### src/stq_pkg.sv
`default_nettype none

package stq_pkg;

	// Sizing defaults
	localparam int MAX_TIMERS_DEF   = 16;
	localparam int RESULT_LIMIT     = 16;
	localparam int DEFAULT_DELAY_MS = 10;
	localparam int TPM_W            = 10;
	localparam int DELAY_W          = 32;
	localparam int TICK_W           = 64;
	localparam int SPAN_W           = DELAY_W + TPM_W;
	localparam int TAG_W            = 16;
	localparam logic [TPM_W-1:0] TPM_RESET = TPM_W'(1);

	// Input command codes
	localparam logic CMD_CREATE = 1'b0;
	localparam logic CMD_TICK   = 1'b1;

	// Result kinds
	typedef enum logic [1:0] {
		KIND_CREATED  = 2'd0,
		KIND_REJECTED = 2'd1,
		KIND_EXPIRED  = 2'd2
	} kind_t;

	// Sequencer states
	typedef enum logic [2:0] {
		ST_IDLE,
		ST_MUL,
		ST_ADD,
		ST_SCAN,
		ST_PLACE,
		ST_RESP,
		ST_POP_RD,
		ST_POP_CHK
	} state_t;

	// One stored timer
	typedef struct packed {
		logic [TICK_W-1:0] expiry;
		logic [TAG_W-1:0]  ident;
		logic [TAG_W-1:0]  handler;
	} entry_t;

endpackage

`default_nettype wire

### src/sorted_timer_queue.sv
// Create: delay times ticks_per_ms (MUL), plus the tick (ADD), then a sorted insert shifts
//   each later entry back one slot (at most MAX_TIMERS - 1); a rejected create skips to RESP.
// Tick: each expired entry is read from memory (POP_RD), then compared and popped (POP_CHK);
//   done on an empty queue or at the result limit, else on the first entry not yet due.
// One item in flight at a time. Entry memory reads are registered; output stalls add waiting.
// Reset (arst_n low, async): queue empty, tick 0, ticks_per_ms 1; entry memory not cleared.
`default_nettype none

module sorted_timer_queue #(
	parameter int MAX_TIMERS = stq_pkg::MAX_TIMERS_DEF
) (
	input  wire logic                        clk,
	input  wire logic                        arst_n,
	// configuration write
	input  wire logic                        cfg_valid,
	output logic                             cfg_ready,
	input  wire logic [stq_pkg::TPM_W-1:0]   cfg_data,
	// input items
	input  wire logic                        in_valid,
	output logic                             in_stall,
	input  wire logic                        cmd,
	input  wire logic [stq_pkg::DELAY_W-1:0] delay_ms,
	input  wire logic [stq_pkg::TAG_W-1:0]   timer_id,
	input  wire logic [stq_pkg::TAG_W-1:0]   handler_tag,
	// result items
	output logic                             out_valid,
	input  wire logic                        out_stall,
	output logic [1:0]                       kind,
	output logic [stq_pkg::TAG_W-1:0]        expired_id,
	output logic [stq_pkg::TAG_W-1:0]        expired_tag,
	output logic                             last
);

	localparam int IW = (MAX_TIMERS > 1) ? $clog2(MAX_TIMERS) : 1;
	localparam int CW = $clog2(MAX_TIMERS + 1);
	localparam int SW = CW + 1;
	localparam int NW = $clog2(stq_pkg::RESULT_LIMIT + 1);
	localparam int TW = stq_pkg::TICK_W;

	// Physical slot of a queue offset in the circular buffer
	function automatic logic [IW-1:0] slot(input logic [IW-1:0] head, input logic [CW-1:0] off);
		logic [SW-1:0] sum;
		sum = SW'(head) + SW'(off);
		if (sum >= SW'(MAX_TIMERS))
			sum = sum - SW'(MAX_TIMERS);
		return sum[IW-1:0];
	endfunction

	stq_pkg::state_t state_q, state_d;

	logic [stq_pkg::TPM_W-1:0]   tpm_q;
	logic [TW-1:0]               now_q;
	logic [IW-1:0]               head_q;
	logic [CW-1:0]               count_q;
	logic [CW-1:0]               pos_q;
	logic [NW-1:0]               npop_q;
	logic                        have_q;
	logic [stq_pkg::TAG_W-1:0]   hold_id_q, hold_tag_q;
	logic [stq_pkg::DELAY_W-1:0] delay_q;
	logic [stq_pkg::TAG_W-1:0]   new_id_q, new_tag_q;
	logic [stq_pkg::SPAN_W-1:0]  span_q;
	logic [TW-1:0]               expiry_q;
	logic                        reject_q;

	stq_pkg::entry_t mem [MAX_TIMERS];
	stq_pkg::entry_t rd_q;

	logic                      out_valid_q;
	stq_pkg::kind_t            kind_q;
	logic [stq_pkg::TAG_W-1:0] id_q, tag_q;
	logic                      last_q;

	// Control decoded per state
	logic                      rd_en, wr_en, out_load, pop;
	logic [IW-1:0]             rd_addr, wr_addr;
	stq_pkg::entry_t           wr_data, new_entry;
	stq_pkg::kind_t            out_kind;
	logic [stq_pkg::TAG_W-1:0] out_id, out_tag;
	logic                      out_last;

	logic          in_acc, out_free, due, later, can_pop, full;
	logic [TW:0]   exp_sum;

	assign in_stall  = (state_q != stq_pkg::ST_IDLE);
	assign in_acc    = in_valid && !in_stall;
	assign out_free  = !out_valid_q || !out_stall;
	assign due       = (rd_q.expiry <= now_q);
	assign later     = (rd_q.expiry > expiry_q);
	assign can_pop   = (count_q != '0) && (npop_q != NW'(stq_pkg::RESULT_LIMIT));
	assign full      = (count_q >= CW'(MAX_TIMERS));
	assign exp_sum   = {1'b0, now_q} + (TW+1)'(span_q);
	assign cfg_ready = 1'b1;

	assign new_entry.expiry  = expiry_q;
	assign new_entry.ident   = new_id_q;
	assign new_entry.handler = new_tag_q;

	// Next state
	always_comb begin
		state_d = state_q;
		case (state_q)
			stq_pkg::ST_IDLE: begin
				if (in_acc) begin
					if (cmd == stq_pkg::CMD_TICK)
						state_d = stq_pkg::ST_POP_RD;
					else if (full)
						state_d = stq_pkg::ST_RESP;
					else
						state_d = stq_pkg::ST_MUL;
				end
			end
			stq_pkg::ST_MUL: state_d = stq_pkg::ST_ADD;
			stq_pkg::ST_ADD: begin
				state_d = (count_q == '0) ? stq_pkg::ST_PLACE : stq_pkg::ST_SCAN;
			end
			stq_pkg::ST_SCAN: begin
				if (!later)
					state_d = stq_pkg::ST_RESP;
				else if (pos_q == CW'(1))
					state_d = stq_pkg::ST_PLACE;
			end
			stq_pkg::ST_PLACE: state_d = stq_pkg::ST_RESP;
			stq_pkg::ST_RESP: begin
				if (out_free)
					state_d = stq_pkg::ST_IDLE;
			end
			stq_pkg::ST_POP_RD: begin
				if (can_pop)
					state_d = stq_pkg::ST_POP_CHK;
				else if (!have_q || out_free)
					state_d = stq_pkg::ST_IDLE;
			end
			stq_pkg::ST_POP_CHK: begin
				if (due) begin
					if (!have_q || out_free)
						state_d = stq_pkg::ST_POP_RD;
				end else if (!have_q || out_free) begin
					state_d = stq_pkg::ST_IDLE;
				end
			end
			default: state_d = stq_pkg::ST_IDLE;
		endcase
	end

	// Memory and output control
	always_comb begin
		rd_en    = 1'b0;
		rd_addr  = head_q;
		wr_en    = 1'b0;
		wr_addr  = head_q;
		wr_data  = new_entry;
		out_load = 1'b0;
		out_kind = stq_pkg::KIND_EXPIRED;
		out_id   = hold_id_q;
		out_tag  = hold_tag_q;
		out_last = 1'b0;
		pop      = 1'b0;
		case (state_q)
			stq_pkg::ST_ADD: begin
				// fetch the tail entry for the backward insert scan
				if (count_q != '0) begin
					rd_en   = 1'b1;
					rd_addr = slot(head_q, count_q - CW'(1));
				end
			end
			stq_pkg::ST_SCAN: begin
				if (later) begin
					// move the later entry one slot back, fetch the one before it
					wr_en   = 1'b1;
					wr_addr = slot(head_q, pos_q);
					wr_data = rd_q;
					if (pos_q != CW'(1)) begin
						rd_en   = 1'b1;
						rd_addr = slot(head_q, pos_q - CW'(2));
					end
				end else begin
					wr_en   = 1'b1;
					wr_addr = slot(head_q, pos_q);
				end
			end
			stq_pkg::ST_PLACE: begin
				wr_en   = 1'b1;
				wr_addr = head_q;
			end
			stq_pkg::ST_RESP: begin
				out_load = out_free;
				out_kind = reject_q ? stq_pkg::KIND_REJECTED : stq_pkg::KIND_CREATED;
				out_id   = new_id_q;
				out_tag  = new_tag_q;
				out_last = 1'b1;
			end
			stq_pkg::ST_POP_RD: begin
				if (can_pop) begin
					rd_en = 1'b1;
				end else if (have_q && out_free) begin
					out_load = 1'b1;
					out_last = 1'b1;
				end
			end
			stq_pkg::ST_POP_CHK: begin
				// held entry goes out once we know whether another follows
				if (due) begin
					pop      = !have_q || out_free;
					out_load = have_q && out_free;
				end else begin
					out_load = have_q && out_free;
					out_last = 1'b1;
				end
			end
			default: ;
		endcase
	end

	// Control registers
	always_ff @(posedge clk or negedge arst_n) begin
		if (!arst_n) begin
			state_q     <= stq_pkg::ST_IDLE;
			tpm_q       <= stq_pkg::TPM_RESET;
			now_q       <= '0;
			head_q      <= '0;
			count_q     <= '0;
			npop_q      <= '0;
			have_q      <= 1'b0;
			out_valid_q <= 1'b0;
		end else begin
			state_q <= state_d;
			if (cfg_valid && cfg_ready)
				tpm_q <= cfg_data;
			if (in_acc && cmd == stq_pkg::CMD_TICK) begin
				now_q  <= now_q + TW'(1);
				npop_q <= '0;
				have_q <= 1'b0;
			end
			if ((state_q == stq_pkg::ST_SCAN && !later) || state_q == stq_pkg::ST_PLACE)
				count_q <= count_q + CW'(1);
			if (pop) begin
				head_q  <= (head_q == IW'(MAX_TIMERS - 1)) ? '0 : head_q + IW'(1);
				count_q <= count_q - CW'(1);
				npop_q  <= npop_q + NW'(1);
				have_q  <= 1'b1;
			end
			if (out_load)
				out_valid_q <= 1'b1;
			else if (!out_stall)
				out_valid_q <= 1'b0;
		end
	end

	// Datapath registers
	always_ff @(posedge clk) begin
		if (in_acc && cmd == stq_pkg::CMD_CREATE) begin
			delay_q   <= (delay_ms == '0) ? stq_pkg::DELAY_W'(stq_pkg::DEFAULT_DELAY_MS)
			                              : delay_ms;
			new_id_q  <= timer_id;
			new_tag_q <= handler_tag;
			reject_q  <= full;
		end
		if (state_q == stq_pkg::ST_MUL)
			span_q <= stq_pkg::SPAN_W'(delay_q) * stq_pkg::SPAN_W'(tpm_q);
		if (state_q == stq_pkg::ST_ADD) begin
			expiry_q <= exp_sum[TW] ? {TW{1'b1}} : exp_sum[TW-1:0];
			pos_q    <= count_q;
		end
		if (state_q == stq_pkg::ST_SCAN && later)
			pos_q <= pos_q - CW'(1);
		if (pop) begin
			hold_id_q  <= rd_q.ident;
			hold_tag_q <= rd_q.handler;
		end
		if (out_load) begin
			kind_q <= out_kind;
			id_q   <= out_id;
			tag_q  <= out_tag;
			last_q <= out_last;
		end
	end

	// Entry memory, one write and one registered read per cycle
	always_ff @(posedge clk) begin
		if (wr_en)
			mem[wr_addr] <= wr_data;
		if (rd_en)
			rd_q <= mem[rd_addr];
	end

	assign out_valid   = out_valid_q;
	assign kind        = kind_q;
	assign expired_id  = id_q;
	assign expired_tag = tag_q;
	assign last        = last_q;

`ifndef SYNTHESIS
	a_count_bound: assert property (@(posedge clk) disable iff (!arst_n)
		count_q <= CW'(MAX_TIMERS))
		else $error("entry count above capacity");
	a_no_overwrite: assert property (@(posedge clk) disable iff (!arst_n)
		out_load |-> out_free)
		else $error("result loaded over a waiting one");
	a_pop_nonempty: assert property (@(posedge clk) disable iff (!arst_n)
		pop |-> (count_q != '0))
		else $error("pop from empty queue");
	a_scan_pos: assert property (@(posedge clk) disable iff (!arst_n)
		(state_q == stq_pkg::ST_SCAN) |-> (pos_q != '0))
		else $error("insert scan past queue head");
`endif

endmodule

`default_nettype wire
### config.mk
export PLATFORM = sky130hd
export DESIGN_NAME = sorted_timer_queue
export DESIGN_NICKNAME = d
export VERILOG_FILES = /design/src/stq_pkg.sv /design/src/sorted_timer_queue.sv
export SDC_FILE = /design/constraint.sdc
export NUM_CORES = 2
export LEC_CHECK = 0
export ABC_AREA = 1
export BUFFER_PORTS_ARGS = -buffer_cell sky130_fd_sc_hd__buf_2
export CAP_MARGIN = 25
export CORE_ASPECT_RATIO = 0.6
export CORE_MARGIN = 2
export CORE_UTILIZATION = 69
export CTS_CLUSTER_DIAMETER = 50
export DETAILED_ROUTE_END_ITERATION = 8
export PLACE_DENSITY_LB_ADDON = 0.25
export SLEW_MARGIN = 20
export SYNTH_ARGS = -nofsm -noshare
export SYNTH_HDL_FRONTEND = slang
export SYNTH_SLANG_ARGS = --single-unit
### constraint.sdc
create_clock -name clk -period 26.7 [get_ports clk]
set_clock_uncertainty 0.05 [all_clocks]
set_input_delay 1.335 -clock clk [delete_from_list [all_inputs] [get_ports clk]]
set_output_delay 1.335 -clock clk [all_outputs]
set_load 0.1 [all_outputs]
# Word-level counts from Yosys, hierarchy flattened
# Memory sizes are Yosys's and may differ from the RTL's. A register that Yosys moved wholly into a read port is not among the register bits.
# Cells that the tools add are included.
[word_totals]
ff_bits = 336
ramBits = 1536
input_bits = 80
wordCells = 136
mem_count = 1
[classes]
n_addsub = 14
multipliers = 1
n_lt_le_gt_ge = 6
n_eq_ne = 16
n_mux = 51
bitwise = 1
reduce_logical = 25
[memory_table]
columns = ["name", "depth", "word_bits", "rd", "rd_ports_with_merged_regs", "write_ports", "line", "text"]
rows = [
  ["mem", 16, 96, 1, 1, 1, "sorted_timer_queue.sv:65", "stq_pkg::entry_t mem [MAX_TIMERS];"],
]
[op_table]
columns = ["op", "n"]
rows = [
  ["$mux 96", 2],
  ["$add 64x42->65", 1],
  ["$add 64x1->64 const B", 1],
  ["$gt 64x64->1", 1],
  ["$le 64x64->1", 1],
  ["$mul 32x10->42", 1],
  ["$mux 3", 11],
  ["$logic_not 32->1", 1],
  ["$mux 16", 2],
  ["$mux 4", 8],
  ["$mux 5", 6],
  ["$pmux 3 s8", 1],
  ["$add 4x5->6", 3],
  ["$ge 6x5->1 const B", 3],
  ["$mux 1", 17],
  ["$eq 3x3->1 const B", 4],
  ["$sub 4x1->4 const B", 3],
  ["$add 5x1->5 const B", 2],
  ["$sub 5x1->5 const B", 2],
  ["$pmux 1 s3", 3],
  ["$pmux 4 s2", 1],
  ["$logic_and 1x1->1", 7],
  ["$eq 3x2->1 const B", 2],
  ["$ne 3x3->1 const B", 2],
  ["20 further kinds", 29],
]

# Depth between registers and ports, before layout
[logic_depth]
depth_word = 7
depth_mapped = 28

# Worst setup path after synthesis
# No wires, ideal clock.
[synth_path]
kind = "reg2reg"
start = "register, netlist name rd_q[63]"
end = "register, netlist name rd_q[0]"
setup_ps = 683
t_arrival_ps = 8370
required_ps = 25967
path_slack_ps = 17596
path_stages_with_launch = 13
n_path_buf = 0
synth_period_minus_slack_ps = 9104
path_cell_list = "edfxtp_1 -> ha_1 -> nand2_1 -> nor3_1 -> and3_1 -> nand2_1 -> nand2_1 -> nand2_1 -> nand2_1 -> nand2_1 -> inv_2 -> nand2_1 -> o21ai_0"
[synth_between]
elab_chain_len = 3
[synth_rtl]
columns = ["element", "line", "text"]
rows = [
  ["$gt 64x64->1", "sorted_timer_queue.sv:88", "assign later = (rd_q.expiry > expiry_q);"],
  ["$mux 1", "sorted_timer_queue.sv:167", "if (later) begin"],
  ["$pmux 1 s3", "sorted_timer_queue.sv:158", "case (state_q)"],
  ["via rd_en", "sorted_timer_queue.sv:74", "logic rd_en, wr_en, out_load, pop;"],
]
# The timed path passes the listed nets, and every way through them passes these cells.
# A chain may end at the register's enable or synchronous reset.

# Worst setup path in the final report
[layout_path]
start = "register, netlist name rd_q[81]"
end = "register, netlist name rd_q[85]"
[layout_between]
elab_chain_len = 3
[layout_rtl]
columns = ["element", "line"]
rows = [
  ["$gt 64x64->1 (*)", "sorted_timer_queue.sv:88"],
  ["$mux 1 or $mux 4 (tied branches)", "sorted_timer_queue.sv:167"],
  ["$pmux 1 s3 or $pmux 4 s2 (tied branches)", "sorted_timer_queue.sv:158"],
]
# Every way passes the cells marked *; elsewhere a longest branch is shown, timed or not.

==> results.md <==
Setup path:
- Traced cell by cell, the critical path runs through ha_1, nand4_1, nor3_1, nand2_1, nor2_1, nand4_1, nand2_1, nand3_4, nand2_4, buf_4, buf_4, buf_16, buf_4, buf_6, nand2_1, nand3_1, nand3_1, nand2_1, nand2_1, nand2_1.
- For the worst setup path, the data required time is roughly 27000 ps.
- The worst setup path is of the reg2reg kind.
- The library cell appearing most often on the critical path is nand2_1.
- The worst path buffer plus inverter count is 5.
- STA classifies the critical path startpoint as a flop.
- The maximum fanout along the worst path is 110.
- The category of cells accounting for the largest share of critical-path delay is simple AND/OR/NAND/NOR gates.
- The number of cells on the worst reg-to-reg path is 20.
- Counting buffers and inverters, the worst setup path is 20 cells deep.
- The kind of capture point of the worst setup path is a flop.
- For this design, the slowest cell found on the critical path is buf_4.
- Data arrives at the worst endpoint at roughly 8600 ps.
- On the worst path, the slowest cell contributes a delay of roughly 770 ps.

Logic synthesis:
- The sequential area share after synthesis is roughly three fifths.
- The combinational family with the most area after synthesis is simple AND/OR/NAND/NOR gates.
- The synthesized netlist net count is about 9.6k.
- The area share of the largest cell type after synthesis is 58.4%.
- Summing the areas of all compound-gate instances in the mapped netlist gives 2.97% of the synthesized area.
- The commonest register cell after synthesis is edfxtp_1.
- In this run the cell area of the synthesized design comes to about 96000 um^2.
- The number of warnings reported in the yosys synthesis log is 0.
- Summing the areas of all and, or, nand and nor instances in the mapped netlist gives roughly a fifth of the synthesized area.
- The synthesis-stage register bit count is between 1.5k and 2k.
- The mux contribution to synthesized area is less than 1%.
- Synthesis handed over a netlist of between 8k and 9k instances.
- Of all flip-flops after synthesis, the portion carrying an async set or reset was under 10%.
- The fraction of the mapped netlist area in adder cells is 8.46%.
- The number of distinct library cell variants in the gate-level netlist after synthesis is between 50 and 60.
- The synthesized area divided by synthesized cell count is approximately 11 um^2.
- The number of enable-type register cells in the synthesized netlist is approximately 1.9k.
- Sorting the synthesized cells by area gives the leading types as edfxtp_1 (58%), nand3_1 (11%), nand2_1 (8.2%), fa_1 (5.0%), ha_1 (3.4%).
- The parity-gate share of the synthesized area counting xor and xnor cells is 1.32%.
- The largest total area in the synthesized netlist belongs to edfxtp_1.

Placement:
- The number of buffers added on ports is 116.
- The placed standard-cell area is between 90000 and 100000 um^2.
- Detailed placement ended at an HPWL of between 150000 and 200000 um.
- The routability congestion estimate from global placement is between 0.9 and 1.

Floorplanning:
- The initial utilization of the core area, before any placement, comes to between 60% and 70%.
- The total area inside the core boundary comes to around 140000 um^2.
- The die covers 143000 um^2.
- The width of the die is a little under 500 um.
- In this run the count of I/O pins placed on the die edge is ~120.
- The die is between 200 and 300 um tall.
- After floorplanning, the core was divided into roughly 110 placement rows.

Detailed routing:
- The average vias per placed instance is 6.43.
- For this block, the initial DRC count from the detailed router was roughly 11k.
- The final routed wirelength across all metal layers is approximately 270000 um.
- The number of optimization iterations in the first detailed-route pass is 7.
- The total DRC errors in the routed layout is 0.
- The total via count in the routed design is about 70k.
- The detail-routed net length per standard cell is around 25 um.
- The count of antenna-violating nets left after detailed routing is 0.

Timing:
- The number of hold violations in the final report came to 0.
- The slew at the pin with the worst max-slew slack is ~1300 ps.
- Setup repair after global routing left no endpoint under its margin.
- The final number of max-transition violations is 0.
- Setup violations remaining at the end of the flow were counted as 0.
- Static timing analysis puts the maximum clock frequency at about 130 MHz.
- The post-route fraction of the period consumed by the critical path is ~30%.
- The final period demand of the worst path is ~8000 ps.
- The worst pin sits at a relative slew slack of between 10% and 20%.
- For the final routed database, the setup TNS stands at 0 ps.

Layout:
- The library cells used most frequently in the layout, excluding fill and tap cells, are nand2_1 (2093), nand3_1 (2034), edfxtp_1 (1875), inv_1 (786), ha_1 (265).
- The area growth from synthesis to layout is 8.14%.
- With fillers left out, the area of the finished cells amounts to around 100000 um^2.
- The post-layout net count is approximately 9.5k.
- Counting the fill cells in the layout gives ~9k.
- The antenna diode count is 0.
- Of the cells placed in the final design, the portion with a size suffix greater than 1 is between 7 and 8%.
- The most common cell after layout, fill and taps aside is nand2_1.

Job:
- The max capacitance violation total is 0.

GRT:
- The final global-route overflow total is 0.
- In the global route stage, overall resource usage came out at around 37%.
- Entering global routing, the biggest net connects about 230 pins.
- The first-pass GRT wire length is ~410000 um.
- The via count of the first global-routing pass was 67.0k.
- The number of antenna violations at the first check in global routing is 6.

Hold path:
- The worst min-delay path category is reg2reg.
- The hold path depth is 0.

Clocking:
- Clock-pin slew was measured on the worst setup and hold paths at roughly 70 ps.
- Gates resized during post-CTS repair numbered 0.
- The root buffer cell chosen for the clock tree is clkbuf_16.
- For this design, the sink count on the clock tree is roughly 2k.
- TritonCTS built the clock tree.
- The number of hold buffers added after CTS was 0.
- The worst-skew pair later-pin latency is 840 ps.
- The H-tree depth is 4.
- After clock tree synthesis, the setup repair step added 0 buffers.
- The number of clock buffers added by TritonCTS is 178.
- The maximum number of buffers from clock root to sink is 3.

Run status:
- The run finished with clean final reports.
==> worst register-to-register path: cells and delay by family (launching register included) <==
kind          cells  cell delay (ps)
flops             1              430
buf+inv           5             3150
fa+ha+maj         1              340
simple gates     14             3830
==> sequential cells by signal (all words and copies together) (netlist names) <==
| name | flops |
|---|---|
| mem | 1536 |
| rd_q | 96 |
| expiry_q | 64 |
| now_q | 64 |
| span_q | 42 |
| delay_q | 32 |
| expired_id | 16 |
| expired_tag | 16 |
| hold_id_q | 16 |
| hold_tag_q | 16 |
| new_id_q | 16 |
| new_tag_q | 16 |
| tpm_q | 10 |
| count_q | 5 |
| npop_q | 5 |
| pos_q | 5 |
| head_q | 4 |
| state_q | 3 |
| kind | 2 |
| have_q | 1 |
| last | 1 |
| out_valid | 1 |
| reject_q | 1 |
==> final cells by class <==
class | instances | area, um^2 | area share [%]
well taps | 1836 | 2300 | 2.20
repair buffers | 296 | 2220 | 2.13
flip-flops and latches | 1968 | 58600 | 56.2
clock buffers | 221 | 4710 | 4.52
multi-input cells | 5671 | 32500 | 31.2
clock inverters | 106 | 905 | 0.868
inverters | 797 | 3000 | 2.88
==> synthesized netlist by cell type (all sizes together) (13+ instances only) <==
library cell  instances
a21oi               182
a31oi                36
buf                 346
clkbuf              198
dfrtp                92
edfxtp             1875
fa                  242
ha                  265
inv                 795
nand2              2101
nand3              2037
nand4                42
nor2                200
nor3                 51
nor4                 33
o21a                 19
o21ai               220
o221ai               13
or2                  16
xnor2                30
xor2                115
==> final timing paths <==
path                                         start                       to  slack [ps]
worst max-delay path            rd_q[81]$_DFFE_PP_       rd_q[85]$_DFFE_PP_       18730
worst min-delay path            rd_q[28]$_DFFE_PP_  hold_id_q[12]$_DFFE_PP_         400
worst max register to register  rd_q[81]$_DFFE_PP_       rd_q[85]$_DFFE_PP_       18730
worst min register to register  rd_q[28]$_DFFE_PP_  hold_id_q[12]$_DFFE_PP_         400
max in group asynchronous                   arst_n   count_q[3]$_DFFE_PN0P_       24780
min in group asynchronous                   arst_n    now_q[50]$_DFFE_PN0P_         460
==> logic make-up (layout without fill, tap and decap cells) <==
| group | Yosys count | after routing |
|---|---|---|
| AOI/OAI and AO/OA | 518 | 518 |
| muxes | 10 | 10 |
| adders and majority gates | 507 | 507 |
| buffers and inverters | 1341 | 1420 |
| other | 1 | 1 |
| DFF | 1968 | 1968 |
| and+or+nand+nor | 4490 | 4490 |
| xor gates and xnor gates | 145 | 145 |
==> metrics by stage <==
stage | hold slack, ps | utilization, % | std cells | setup WS, ps
5_1_grt | 415 | 75.0 | 10895 | 18420
4_1_cts | 403 | 74.9 | 10891 | 18530
3_5_place_dp | 389 | 70.9 | 10564 | 18550
3_3_place_gp | 379 | 70.8 | 10558 | 18740
6_report | 404 | 75.0 | 10895 | 18730
2_1_floorplan | 377 | - | 8980 | 17600
==> per-layer routing <==
layer  up-vias  track usage (%)  wire length [um]  share of wire, %
li1      30820                -                 -                 -
met1     33308             56.4            104000                39
met2      5222             53.7            116000                43
met3       656             9.24             38600                14
met4        12             13.4              9210               3.4
met5         -                0                65             0.024
Power is not shown: default switching activity piles up to over one toggle a cycle in this logic, so the estimate is an artifact.
